`src/design/apbq_pkg.sv`:
```
// Package: constants, codes and types of the allpass-based bandpass biquad.
package apbq_pkg;

  // Default widths
  localparam int SAMPLE_WIDTH_DEF   = 16;
  localparam int COEF_FRAC_BITS_DEF = 14;
  // Accumulator wraps modulo 2^64
  localparam int ACC_W              = 64;
  localparam int CFG_IDX_W          = 2;

  // Register indexes
  localparam logic [CFG_IDX_W-1:0] CFG_IDX_BANDWIDTH = 2'd0;
  localparam logic [CFG_IDX_W-1:0] CFG_IDX_CENTER    = 2'd1;

  // Coefficient reset values (Q2.14)
  localparam logic signed [15:0] BANDWIDTH_COEF_RST = -16'sd15924;
  localparam logic signed [15:0] CENTER_COEF_RST    = -16'sd15723;

  // Sequencer states
  typedef enum logic [2:0] {
    ST_IDLE,
    ST_MUL_A,
    ST_MUL_DY1,
    ST_MUL_B,
    ST_MUL_C,
    ST_ACC_C,
    ST_ROUND
  } seq_state_t;

  // Operand pair for the shared multiplier
  typedef enum logic [1:0] {
    MUL_A_TERM,   // (one+c) * (x - x2)
    MUL_D_Y1,     // d * y1
    MUL_B_TERM,   // (one-c) * (d*y1)
    MUL_C_TERM    // c * y2
  } mul_op_t;

  // Accumulator update
  typedef enum logic [1:0] {
    ACC_HOLD,
    ACC_LOAD_A,
    ACC_SUB_B,
    ACC_ADD_C
  } acc_op_t;

  typedef struct packed {
    mul_op_t mul_op;
    logic    mul_en;
    acc_op_t acc_op;
    logic    commit;
  } apbq_ctrl_t;

  typedef struct packed {
    logic start;
    logic warm;
    logic out_free;
  } apbq_stat_t;

endpackage

```
`src/design/apbq_if.sv`:
```
// Handshake interfaces: input word, result word and register write channel.
interface apbq_in_if import apbq_pkg::*; #(
  parameter int W = SAMPLE_WIDTH_DEF
);
  logic                valid;
  logic                ready;
  logic signed [W-1:0] sample_in;
  modport source (output valid, sample_in, input ready);
  modport sink   (input valid, sample_in, output ready);
endinterface

interface apbq_out_if import apbq_pkg::*; #(
  parameter int W = SAMPLE_WIDTH_DEF
);
  logic                valid;
  logic                ready;
  logic signed [W-1:0] sample_out;
  modport source (output valid, sample_out, input ready);
  modport sink   (input valid, sample_out, output ready);
endinterface

interface apbq_cfg_if import apbq_pkg::*; #(
  parameter int DW = COEF_FRAC_BITS_DEF + 2
);
  logic                 valid;
  logic                 ready;
  logic [CFG_IDX_W-1:0] index;
  logic [DW-1:0]        data;
  modport source (output valid, index, data, input ready);
  modport sink   (input valid, index, data, output ready);
endinterface

```
`src/design/apbq_mul.sv`:
```
// Shared signed multiplier with registered product, wrapped to the accumulator width.
module apbq_mul import apbq_pkg::*; #(
  parameter int SAMPLE_WIDTH   = SAMPLE_WIDTH_DEF,
  parameter int COEF_FRAC_BITS = COEF_FRAC_BITS_DEF
) (
  input  logic                                          clk,
  input  logic                                          en,
  input  logic signed [COEF_FRAC_BITS+2:0]              op_a,
  input  logic signed [SAMPLE_WIDTH+COEF_FRAC_BITS+1:0] op_b,
  output logic signed [ACC_W-1:0]                       prod_r
);

  localparam int AW = COEF_FRAC_BITS + 3;
  localparam int BW = SAMPLE_WIDTH + COEF_FRAC_BITS + 2;
  localparam int PW = AW + BW;

  logic signed [PW-1:0]       prod_full;
  logic signed [ACC_W+PW-1:0] prod_ext;

  // Full product, sign-extended then cut to the accumulator width
  always_comb begin
    prod_full = op_a * op_b;
    prod_ext  = (ACC_W+PW)'(prod_full);
  end

  always_ff @(posedge clk) begin
    if (en) begin
      prod_r <= prod_ext[ACC_W-1:0];
    end
  end

endmodule

```
`src/design/apbq_ctrl.sv`:
```
// Sequencer: steps the shared multiplier and accumulator through one sample.
module apbq_ctrl import apbq_pkg::*; (
  input  logic       clk,
  input  logic       rst_n,
  input  apbq_stat_t stat,
  output logic       in_ready,
  output apbq_ctrl_t ctrl
);

  seq_state_t state_r, state_nxt;

  always_ff @(posedge clk) begin
    if (!rst_n) begin
      state_r <= ST_IDLE;
    end else begin
      state_r <= state_nxt;
    end
  end

  // Next state and step controls
  always_comb begin
    state_nxt   = state_r;
    in_ready    = 1'b0;
    ctrl.mul_op = MUL_A_TERM;
    ctrl.mul_en = 1'b0;
    ctrl.acc_op = ACC_HOLD;
    ctrl.commit = 1'b0;
    case (state_r)
      ST_IDLE: begin
        in_ready = 1'b1;
        if (stat.start) begin
          state_nxt = ST_MUL_A;
        end
      end
      ST_MUL_A: begin
        ctrl.mul_op = MUL_A_TERM;
        ctrl.mul_en = 1'b1;
        state_nxt   = ST_MUL_DY1;
      end
      ST_MUL_DY1: begin
        ctrl.acc_op = ACC_LOAD_A;
        ctrl.mul_op = MUL_D_Y1;
        ctrl.mul_en = 1'b1;
        // warm-up keeps only the direct input term
        state_nxt   = stat.warm ? ST_ROUND : ST_MUL_B;
      end
      ST_MUL_B: begin
        ctrl.mul_op = MUL_B_TERM;
        ctrl.mul_en = 1'b1;
        state_nxt   = ST_MUL_C;
      end
      ST_MUL_C: begin
        ctrl.acc_op = ACC_SUB_B;
        ctrl.mul_op = MUL_C_TERM;
        ctrl.mul_en = 1'b1;
        state_nxt   = ST_ACC_C;
      end
      ST_ACC_C: begin
        ctrl.acc_op = ACC_ADD_C;
        state_nxt   = ST_ROUND;
      end
      ST_ROUND: begin
        if (stat.out_free) begin
          ctrl.commit = 1'b1;
          state_nxt   = ST_IDLE;
        end
      end
      default: begin
        state_nxt = ST_IDLE;
      end
    endcase
  end

endmodule

```
`src/design/allpass_bandpass_biquad.sv`:
```
// Top level: allpass-based second-order bandpass filter with one shared multiplier.
//
// Channels: in_ch takes one signed audio sample per word, out_ch gives one
// filtered, saturated sample per word, cfg_ch writes the coefficient
// registers (index 0: bandwidth c, index 1: center d, both signed Q2.F).
// cfg_ch is always ready; write it only while no sample is in flight.
// Timing: a sample runs through four multiplies on one multiplier, each
// product registered before it is accumulated, then one round/saturate
// step; the two warm-up samples after reset keep only the input term and
// skip the last two multiplies. The result word becomes valid and in_ch is
// ready again in the same cycle, so a new sample is taken only after the
// last one's result is committed.
// Reset (rst_n low, synchronous) clears the delay lines and the warm-up
// count, loads the default coefficients and empties the result register.
// A stalled receiver holds the result word; the next sample is still taken
// and computed, and waits in the round step until the result register frees.
module allpass_bandpass_biquad import apbq_pkg::*; #(
  parameter int SAMPLE_WIDTH   = SAMPLE_WIDTH_DEF,
  parameter int COEF_FRAC_BITS = COEF_FRAC_BITS_DEF
) (
  input  logic        clk,
  input  logic        rst_n,
  apbq_in_if.sink     in_ch,
  apbq_out_if.source  out_ch,
  apbq_cfg_if.sink    cfg_ch
);

  localparam int W  = SAMPLE_WIDTH;
  localparam int F  = COEF_FRAC_BITS;
  localparam int CW = F + 2;
  localparam int AW = CW + 1;
  localparam int BW = W + CW;

  localparam logic signed [AW-1:0]    ONE_A  = AW'(1) << F;
  localparam logic signed [ACC_W-1:0] RND    = ACC_W'(1) << (2 * F);
  localparam logic signed [ACC_W-1:0] SAT_HI = (ACC_W'(1) << (W - 1)) - ACC_W'(1);
  localparam logic signed [ACC_W-1:0] SAT_LO = -SAT_HI - ACC_W'(1);

  // Coefficients, sample and state
  logic signed [CW-1:0]    bw_coef_r, ctr_coef_r;
  logic signed [W-1:0]     x_r;
  logic signed [W-1:0]     xd1_r, xd2_r, yd1_r, yd2_r;
  logic [1:0]              warm_cnt_r;
  logic signed [ACC_W-1:0] acc_r, acc_nxt;
  logic                    out_valid_r;
  logic signed [W-1:0]     out_data_r;

  logic                    in_ready;
  apbq_ctrl_t              ctrl;
  apbq_stat_t              stat;
  logic signed [AW-1:0]    c_ext, d_ext, one_plus_c, one_minus_c;
  logic signed [W:0]       diff;
  logic signed [AW-1:0]    op_a;
  logic signed [BW-1:0]    op_b;
  logic signed [ACC_W-1:0] prod_r;
  logic signed [ACC_W-1:0] acc_rnd, acc_shr;
  logic signed [W-1:0]     y;

  assign in_ch.ready    = in_ready;
  assign cfg_ch.ready   = 1'b1;
  assign out_ch.valid   = out_valid_r;
  assign out_ch.sample_out = out_data_r;

  assign stat.start    = in_ch.valid && in_ready;
  assign stat.warm     = (warm_cnt_r < 2'd2);
  assign stat.out_free = !out_valid_r || out_ch.ready;

  apbq_ctrl u_ctrl (
    .clk      (clk),
    .rst_n    (rst_n),
    .stat     (stat),
    .in_ready (in_ready),
    .ctrl     (ctrl)
  );

  // Operand selection for the shared multiplier
  always_comb begin
    c_ext       = AW'(bw_coef_r);
    d_ext       = AW'(ctr_coef_r);
    one_plus_c  = ONE_A + c_ext;
    one_minus_c = ONE_A - c_ext;
    diff        = stat.warm ? (W+1)'(x_r) : (W+1)'(x_r) - (W+1)'(xd2_r);
    case (ctrl.mul_op)
      MUL_A_TERM: begin
        op_a = one_plus_c;
        op_b = BW'(diff);
      end
      MUL_D_Y1: begin
        op_a = d_ext;
        op_b = BW'(yd1_r);
      end
      MUL_B_TERM: begin
        op_a = one_minus_c;
        op_b = $signed(prod_r[BW-1:0]);
      end
      MUL_C_TERM: begin
        op_a = c_ext;
        op_b = BW'(yd2_r);
      end
      default: begin
        op_a = one_plus_c;
        op_b = BW'(diff);
      end
    endcase
  end

  apbq_mul #(
    .SAMPLE_WIDTH   (SAMPLE_WIDTH),
    .COEF_FRAC_BITS (COEF_FRAC_BITS)
  ) u_mul (
    .clk    (clk),
    .en     (ctrl.mul_en),
    .op_a   (op_a),
    .op_b   (op_b),
    .prod_r (prod_r)
  );

  // Accumulator update from the registered product
  always_comb begin
    case (ctrl.acc_op)
      ACC_HOLD:   acc_nxt = acc_r;
      ACC_LOAD_A: acc_nxt = prod_r <<< F;
      ACC_SUB_B:  acc_nxt = acc_r - (prod_r <<< 1);
      ACC_ADD_C:  acc_nxt = acc_r + (prod_r <<< (F + 1));
      default:    acc_nxt = acc_r;
    endcase
  end

  always_ff @(posedge clk) begin
    acc_r <= acc_nxt;
  end

  // Round half up, drop 2F+1 fraction bits, saturate
  always_comb begin
    acc_rnd = acc_r + RND;
    acc_shr = acc_rnd >>> (2 * F + 1);
    if (acc_shr > SAT_HI) begin
      y = W'(SAT_HI);
    end else if (acc_shr < SAT_LO) begin
      y = W'(SAT_LO);
    end else begin
      y = W'(acc_shr);
    end
  end

  // Input word capture
  always_ff @(posedge clk) begin
    if (stat.start) begin
      x_r <= in_ch.sample_in;
    end
  end

  // Coefficient registers
  always_ff @(posedge clk) begin
    if (!rst_n) begin
      bw_coef_r  <= CW'(BANDWIDTH_COEF_RST);
      ctr_coef_r <= CW'(CENTER_COEF_RST);
    end else if (cfg_ch.valid) begin
      if (cfg_ch.index == CFG_IDX_BANDWIDTH) begin
        bw_coef_r <= cfg_ch.data;
      end else if (cfg_ch.index == CFG_IDX_CENTER) begin
        ctr_coef_r <= cfg_ch.data;
      end
    end
  end

  // Delay lines and warm-up count advance when a result is committed
  always_ff @(posedge clk) begin
    if (!rst_n) begin
      xd1_r      <= '0;
      xd2_r      <= '0;
      yd1_r      <= '0;
      yd2_r      <= '0;
      warm_cnt_r <= '0;
    end else if (ctrl.commit) begin
      xd2_r <= xd1_r;
      xd1_r <= x_r;
      yd2_r <= yd1_r;
      yd1_r <= y;
      if (stat.warm) begin
        warm_cnt_r <= warm_cnt_r + 2'd1;
      end
    end
  end

  // Result register
  always_ff @(posedge clk) begin
    if (!rst_n) begin
      out_valid_r <= 1'b0;
    end else if (ctrl.commit) begin
      out_valid_r <= 1'b1;
    end else if (out_ch.ready) begin
      out_valid_r <= 1'b0;
    end
  end

  always_ff @(posedge clk) begin
    if (ctrl.commit) begin
      out_data_r <= y;
    end
  end

endmodule

```
`src/flat_wrapper.sv`:
```
// flat-port wrapper written by rule: the top's interface ports become plain ports
module allpass_bandpass_biquad_flat import apbq_pkg::*;
#(
  parameter int SAMPLE_WIDTH   = SAMPLE_WIDTH_DEF,
  parameter int COEF_FRAC_BITS = COEF_FRAC_BITS_DEF
)
  (clk, rst_n, in_ch_valid, in_ch_sample_in, in_ch_ready, out_ch_valid, out_ch_sample_out, out_ch_ready, cfg_ch_valid, cfg_ch_index, cfg_ch_data, cfg_ch_ready);
  apbq_in_if in_ch_i ();
  apbq_out_if out_ch_i ();
  apbq_cfg_if cfg_ch_i ();
  input  logic clk;
  input  logic rst_n;
  input wire logic [$bits(in_ch_i.valid)-1:0] in_ch_valid;
  input wire logic [$bits(in_ch_i.sample_in)-1:0] in_ch_sample_in;
  output wire logic [$bits(in_ch_i.ready)-1:0] in_ch_ready;
  output wire logic [$bits(out_ch_i.valid)-1:0] out_ch_valid;
  output wire logic [$bits(out_ch_i.sample_out)-1:0] out_ch_sample_out;
  input wire logic [$bits(out_ch_i.ready)-1:0] out_ch_ready;
  input wire logic [$bits(cfg_ch_i.valid)-1:0] cfg_ch_valid;
  input wire logic [$bits(cfg_ch_i.index)-1:0] cfg_ch_index;
  input wire logic [$bits(cfg_ch_i.data)-1:0] cfg_ch_data;
  output wire logic [$bits(cfg_ch_i.ready)-1:0] cfg_ch_ready;
  assign in_ch_i.valid = in_ch_valid;
  assign in_ch_i.sample_in = in_ch_sample_in;
  assign in_ch_ready = in_ch_i.ready;
  assign out_ch_valid = out_ch_i.valid;
  assign out_ch_sample_out = out_ch_i.sample_out;
  assign out_ch_i.ready = out_ch_ready;
  assign cfg_ch_i.valid = cfg_ch_valid;
  assign cfg_ch_i.index = cfg_ch_index;
  assign cfg_ch_i.data = cfg_ch_data;
  assign cfg_ch_ready = cfg_ch_i.ready;
  allpass_bandpass_biquad #(.SAMPLE_WIDTH(SAMPLE_WIDTH), .COEF_FRAC_BITS(COEF_FRAC_BITS)) u_core (.clk(clk), .rst_n(rst_n), .in_ch(in_ch_i), .out_ch(out_ch_i), .cfg_ch(cfg_ch_i));
endmodule
```
`config.mk`:
```
export PLATFORM = sky130hd
export DESIGN_NAME = allpass_bandpass_biquad_flat
export DESIGN_NICKNAME = d
export VERILOG_FILES = /design/src/design/apbq_pkg.sv /design/src/design/apbq_if.sv /design/src/design/apbq_mul.sv /design/src/design/apbq_ctrl.sv /design/src/design/allpass_bandpass_biquad.sv /design/src/flat_wrapper.sv
export SDC_FILE = /design/constraint.sdc
export NUM_CORES = 2
export LEC_CHECK = 0
export ABC_AREA = 1
export BUFFER_PORTS_ARGS = -buffer_cell sky130_fd_sc_hd__buf_2
export CAP_MARGIN = 20
export CORE_MARGIN = 4
export CORE_UTILIZATION = 50
export CTS_CLUSTER_DIAMETER = 30
export DETAILED_ROUTE_END_ITERATION = 10
export PLACE_DENSITY = 0.62
export SETUP_SLACK_MARGIN = 0.05
export SKIP_CTS_REPAIR_TIMING = 1
export SLEW_MARGIN = 10
export SYNTH_ARGS = -nofsm -noshare
export SYNTH_HDL_FRONTEND = slang
export SYNTH_SLANG_ARGS = --single-unit
```
`constraint.sdc`:
```
create_clock -name clk -period 9 [get_ports clk]
set_input_delay 0.9 -clock clk [delete_from_list [all_inputs] [get_ports clk]]
set_output_delay 0.9 -clock clk [all_outputs]
set_load 0.01 [all_outputs]
```
* Word level (Yosys, flattened, before mapping) *
Index checks and enable logic that the tools add are counted.

word-level totals
  flip-flop bits (word level) = 247
  input bits = 39
  output and inout bits = 19
  word-level logic and storage cells = 69

operators by class
  add/subtract/negate cells = 7
  multipliers = 1
  $lt $le $gt $ge = 3
  eq/ne operators = 15
  mux-type cells = 17
  bitwise logic cells = 1
  reductions and logical operators = 12

operator list
  cell                      count
  $pmux W64 S3              1
  $pmux W32 S4              1
  $pmux W17 S4              1
  $add A64 B30 Y64 const B  1
  $add A64 B64 Y64          1
  $sub A64 B50 Y64          1
  $mul A17 B32 Y49          1
  $gt A35 B16 Y1 const B    1
  $lt A35 B16 Y1 const B    1
  $mux W16                  2
  $pmux W3 S7               1
  $add A16 B16 Y17 const A  1
  $mux W17                  1
  $sub A16 B16 Y17          1
  $sub A16 B16 Y17 const A  1
  $pmux W3 S4               1
  $eq A3 B3 Y1 const B      3
  $mux W3                   3
  $eq A2 B2 Y1 const B      4
  $eq A2 B1 Y1 const B      3
  $eq A3 B2 Y1 const B      2
  $logic_not A2 Y1          3
  $pmux W2 S3               1
  $reduce_and A2 Y1         3
  other kinds (12)          17

* Logic depth before layout (Yosys ltp) *
  depth after elaboration = 5
  mapped depth = 43
  mapped depth without buffers = 41

* Modules after synthesis *
A second synthesis with hierarchy kept.

unflattened totals
  cells, all modules = 5971
  area, all modules = 41345.9 um^2

by module, submodules not included
  module                   times used  cells an instance  area an instance (um^2)  seq. area each (um^2)
  apbq_mul                 1           2931               22384.0                  1471.4
  allpass_bandpass_biquad  1           2997               18723.0                  4834.6
  apbq_ctrl                1           43                 239.0                    60.1

* Worst setup path after synthesis *
OpenSTA, ideal clock, no wires.

  kind = register to register
  start = register u_core.x_r[0]
  end = register, netlist name u_core.u_mul.prod_r[48]
  library setup time = 260 ps
  arrival time = 6965 ps
  data required time = 8740 ps
  setup slack = 1776 ps
  cell stages (with the launch flop) = 33
  path buffers = 0
  period minus slack after synthesis = 7224 ps
  cell sequence = edfxtp_1 -> inv_1 -> ha_1 -> fa_1 -> inv_1 -> nand3_1 -> nand2_1 -> a21oi_1 -> o21ai_0 -> a21oi_1 -> xor2_1 -> o21ai_2 -> nand2_1 -> nor2_1 -> fa_1 -> fa_1 -> fa_1 -> fa_1 -> fa_1 -> inv_1 -> fa_1 -> inv_1 -> ha_1 -> nand2_1 -> nor2_1 -> inv_1 -> nor2_1 -> inv_1 -> o21ai_0 -> a21oi_1 -> o21ai_0 -> a21oi_1 -> xnor2_1

on the way
  longest elaborated chain between the ends = 4

ends and longest elaborated chain
  what                            RTL line                        source
  start, declared                 allpass_bandpass_biquad.sv:41   logic signed [W-1:0] x_r;
  start signal, assigned          allpass_bandpass_biquad.sv:149  x_r <= in_ch.sample_in;
  $sub A16 B16 Y17                allpass_bandpass_biquad.sv:82   diff = stat.warm ? (W+1)'(x_r) : (W+1)'(x_r) - (W+1)'(xd2_r);
  $mux W17 *                      allpass_bandpass_biquad.sv:82
  $pmux W32 S4 *                  allpass_bandpass_biquad.sv:83   case (ctrl.mul_op)
  $mul A17 B32 Y49 *              apbq_mul.sv:22                  prod_full = op_a * op_b;
  via u_core.u_mul.prod_full[48]  apbq_mul.sv:17                  logic signed [PW-1:0] prod_full;

The timed path passes the listed nets; every way through them passes the cells marked *.
A chain may end at the register's enable or synchronous reset.

* Worst setup path in the final report *
  start = register u_core.u_ctrl.state_r[2]
  end = register, netlist name u_core.u_mul.prod_r[48]

on the way
  longest elaborated chain between the ends = 5
  elaborated cells between the ends (all ways) = 12
  classes of those cells = mul (1); eq/ne (7); mux (3); reduce/logical (1)

ends and longest elaborated chain
  what                                                 RTL line                       source
  start, declared                                      apbq_ctrl.sv:10                seq_state_t state_r, state_nxt;
  start signal, assigned                               apbq_ctrl.sv:16                state_r <= state_nxt;
  $eq A3 B3 Y1, or another cell as far along           apbq_ctrl.sv:28                case (state_r)
  $pmux W3 S4 *                                        apbq_ctrl.sv:28
  $eq A2 B2 Y1, or another cell as far along           allpass_bandpass_biquad.sv:83
  $pmux W17 S4 / $pmux W32 S4 (equally long branches)  allpass_bandpass_biquad.sv:83
  $mul A17 B32 Y49 *                                   apbq_mul.sv:22
  via u_core.u_mul.prod_full[48]                       apbq_mul.sv:17

Marked as above.

==> qor.yml <==
nNetsFinal: 6242
path_common_cell: "fa_1"
period_needed_ns: 8.54
synth_nets: 6189
ioPinCount: 58
cts_buffers: 55
drive_gt1_share_pct: 6.59
antenna_found_initial: 3
grt_max_degree: 84
finalSetupViolCount: 0
die_area_um2: 83400
yosys_warnings: 0
core_area_um2: 77800
ys_ff_latch: 246
syn-cell-area_um2: 39400
cts-root-buf: "clkbuf_16"
clk_pin_slew_ns: 0.05
yosys.area.top_type: "fa_1"
gr-usage-met1_pct: 46.7
crit_slowest_cell: "fa_1"
cp_max_fo: 19
max_slew_margin_pct: 26.7
worstSetupPathType: "register to register"
grt-busiest-layer: "met2"
yosysSeqAreaShare_pct: 16.1
clock-sinks: 246
syn_avg_cell_area_um2: 7.34
num_antenna_cells: 0
via_per_inst: 5.65
required_ns: 9.32
ys.flop_type: "edfxtp_1"
worstRegToRegCells: 30
tritoncts: "done"
timing.final.crit_share_pct: 94.9
grt_pass1_wl_um: 216000
worstPathArrival_ns: 8.86
yosysMostFrequentCell: "inv_1"
wl_per_cell_um: 21.5
syn_inst: 5377
cp_num_buf_inv: 7
synth_cell_types: 60
drtAntennaViolNets: 0
hold_start: "in_ch_sample_in[15]"
grt_remaining_overflow: 0
end_kind: "register"
yosysTopAreaCellShare_pct: 26.6
grtUsageMet3_pct: 5.92
port-buffer-count: 56
num_vias: 36800
outcome: "completed"
place.gp.congestion: 1.05
grtUsageTotal_pct: 33.9
areaGrowthSynthToFinish_pct: 9.00
rsz0062_at_grt: "no"
start_kind: "register"
drc: 0
r2r_end: "u_core.u_mul.prod_r[48]"
drt_iter0_markers: 3755
clk_latency_ns: 0.63
synthArstFlopShare_pct: 0
max_stage_delay_ns: 0.56
grt_use_met2_pct: 54.3
hold_class: "primary input to register"
ff2ff_setup_slack_ns: 0.46
holdPathEnd: "u_core.x_r[15]"
crit_family: "adder cells"
hold_viol_final: 0
die_y_um: 289
max_freq_mhz: 117
die_w_um: 289
clock_path_buffers: 3
report.final.slew_viol_count: 0
synth_area_leaders: "fa_1 (27%), edfxtp_1 (11%), inv_1 (9.5%), nand2_1 (9.1%), ha_1 (7.9%)"
routed_wl_um: 140000
clock_skew_ns: 0.0627
setup-tns-final_ns: 0
synth_common_cells: "inv_1 (1003), nand2_1 (952), nor2_1 (797)"
start_util_pct: 50.7
htree_levels: 2
cap_violations: 0
r2r_start: "u_core.u_ctrl.state_r[2]"
drtPass1Iterations: 6
whs_path_depth: 1
num_rows: 102
synth_edf_count: 144
place_hpwl_um: 117000
grt_pass1_vias: 36800
worst_slew_pin_slew_ns: 1.10
worst register-to-register path, delay by kind of cell, from the launching register on:
kind / cells / cell delay (ns)
adder cells (fa/ha/maj): 7 / 3.50
AO/OA/AOI/OAI: 8 / 1.66
XOR/XNOR: 1 / 0.08
AND/OR/NAND/NOR: 7 / 1.67
flip-flops: 1 / 0.38
buffers and inverters: 7 / 0.99
layout make-up:
cell class	instances	area (um^2)
flip-flops and latches	246	6370
fillers	7607	34900
inverters	1029	3860
clock buffers	66	1500
repair buffers	134	866
clock inverters	38	448
multi-input cells	3964	28700
well taps	1040	1300
kinds of logic (layout without fill, tap and decap cells):
kind of cell             Yosys count  after routing  share of synthesized area (%)
XOR/XNOR                          88             88                           1.95
other                              1              1                        0.00951
buffers and inverters           1167           1267                           11.5
AO/OA/AOI/OAI                    879            879                           12.6
flip-flops                       246            246                           16.1
adder cells (fa/ha/maj)          773            773                           34.5
AND/OR/NAND/NOR                 2223           2223                           23.3
cell usage in the layout (no fill, tap or decap), types with 10 or more instances in the layout:
cell	count
nand2_2	30
nand3b_1	10
or2_2	13
buf_4	78
edfxtp_1	144
clkinv_2	10
a21oi_1	377
nand4_1	32
nor4_1	11
inv_2	26
a21o_1	23
dfxtp_1	102
buf_2	56
clkbuf_16	57
o21ai_0	281
xor2_1	47
a31oi_1	46
o21bai_1	29
nor2_1	796
nor3_1	40
nand2_1	948
xnor2_1	41
nand3_1	300
a21boi_0	28
fa_1	524
o211ai_1	13
inv_1	1001
o21ai_2	14
ha_1	249
o21a_1	18
nor2_2	13
state kept, by name, indices dropped and copies added (netlist names):
register / flops
u_core.acc_r: 63
u_core.bw_coef_r: 16
u_core.ctr_coef_r: 16
u_core.out_ch.sample_out: 16
u_core.out_ch.valid: 1
u_core.u_ctrl.state_r: 3
u_core.u_mul.prod_r: 49
u_core.warm_cnt_r: 2
u_core.x_r: 16
u_core.xd1_r: 16
u_core.xd2_r: 16
u_core.yd1_r: 16
u_core.yd2_r: 16
worst max-delay path by stage:
stage,slack (ns),start,cells past startpoint,endpoint
floorplan,1.78,u_core.x_r[0],32,u_core.u_mul.prod_r[48]
global placement,0.48,u_core.x_r[0],33,u_core.u_mul.prod_r[26]
detailed placement,0.47,u_core.x_r[0],33,u_core.u_mul.prod_r[26]
CTS,0.43,u_core.x_r[0],33,u_core.u_mul.prod_r[26]
global route,0.07,u_core.u_ctrl.state_r[2],31,u_core.u_mul.prod_r[45]
finish,0.46,u_core.u_ctrl.state_r[2],30,u_core.u_mul.prod_r[48]
metal layers:
metal | part of all wire, % | up-vias
met5 | 0.044 | -
met4 | 4.2 | 4
met2 | 45 | 1690
met3 | 9.3 | 315
met1 | 42 | 17700
li1 | - | 17100
stage by stage:
stage / utilization (%) / cell area, um^2 / hold slack, ns / instances / worst slack [ns]
finish: 55.2 / 43000 / 0.439 / 6517 / 0.457
global route: 55.2 / 43000 / 0.420 / 6517 / 0.0697
CTS: 55.2 / 43000 / 0.395 / 6517 / 0.432
detailed placement: 52.7 / 41000 / 0.455 / 6413 / 0.467
global placement: 52.7 / 41000 / 0.449 / 6413 / 0.484
floorplan: - / 39400 / 0.429 / 5377 / 1.78
Power is not shown: default switching activity piles up to over one toggle a cycle in this logic, so the estimate is an artifact.
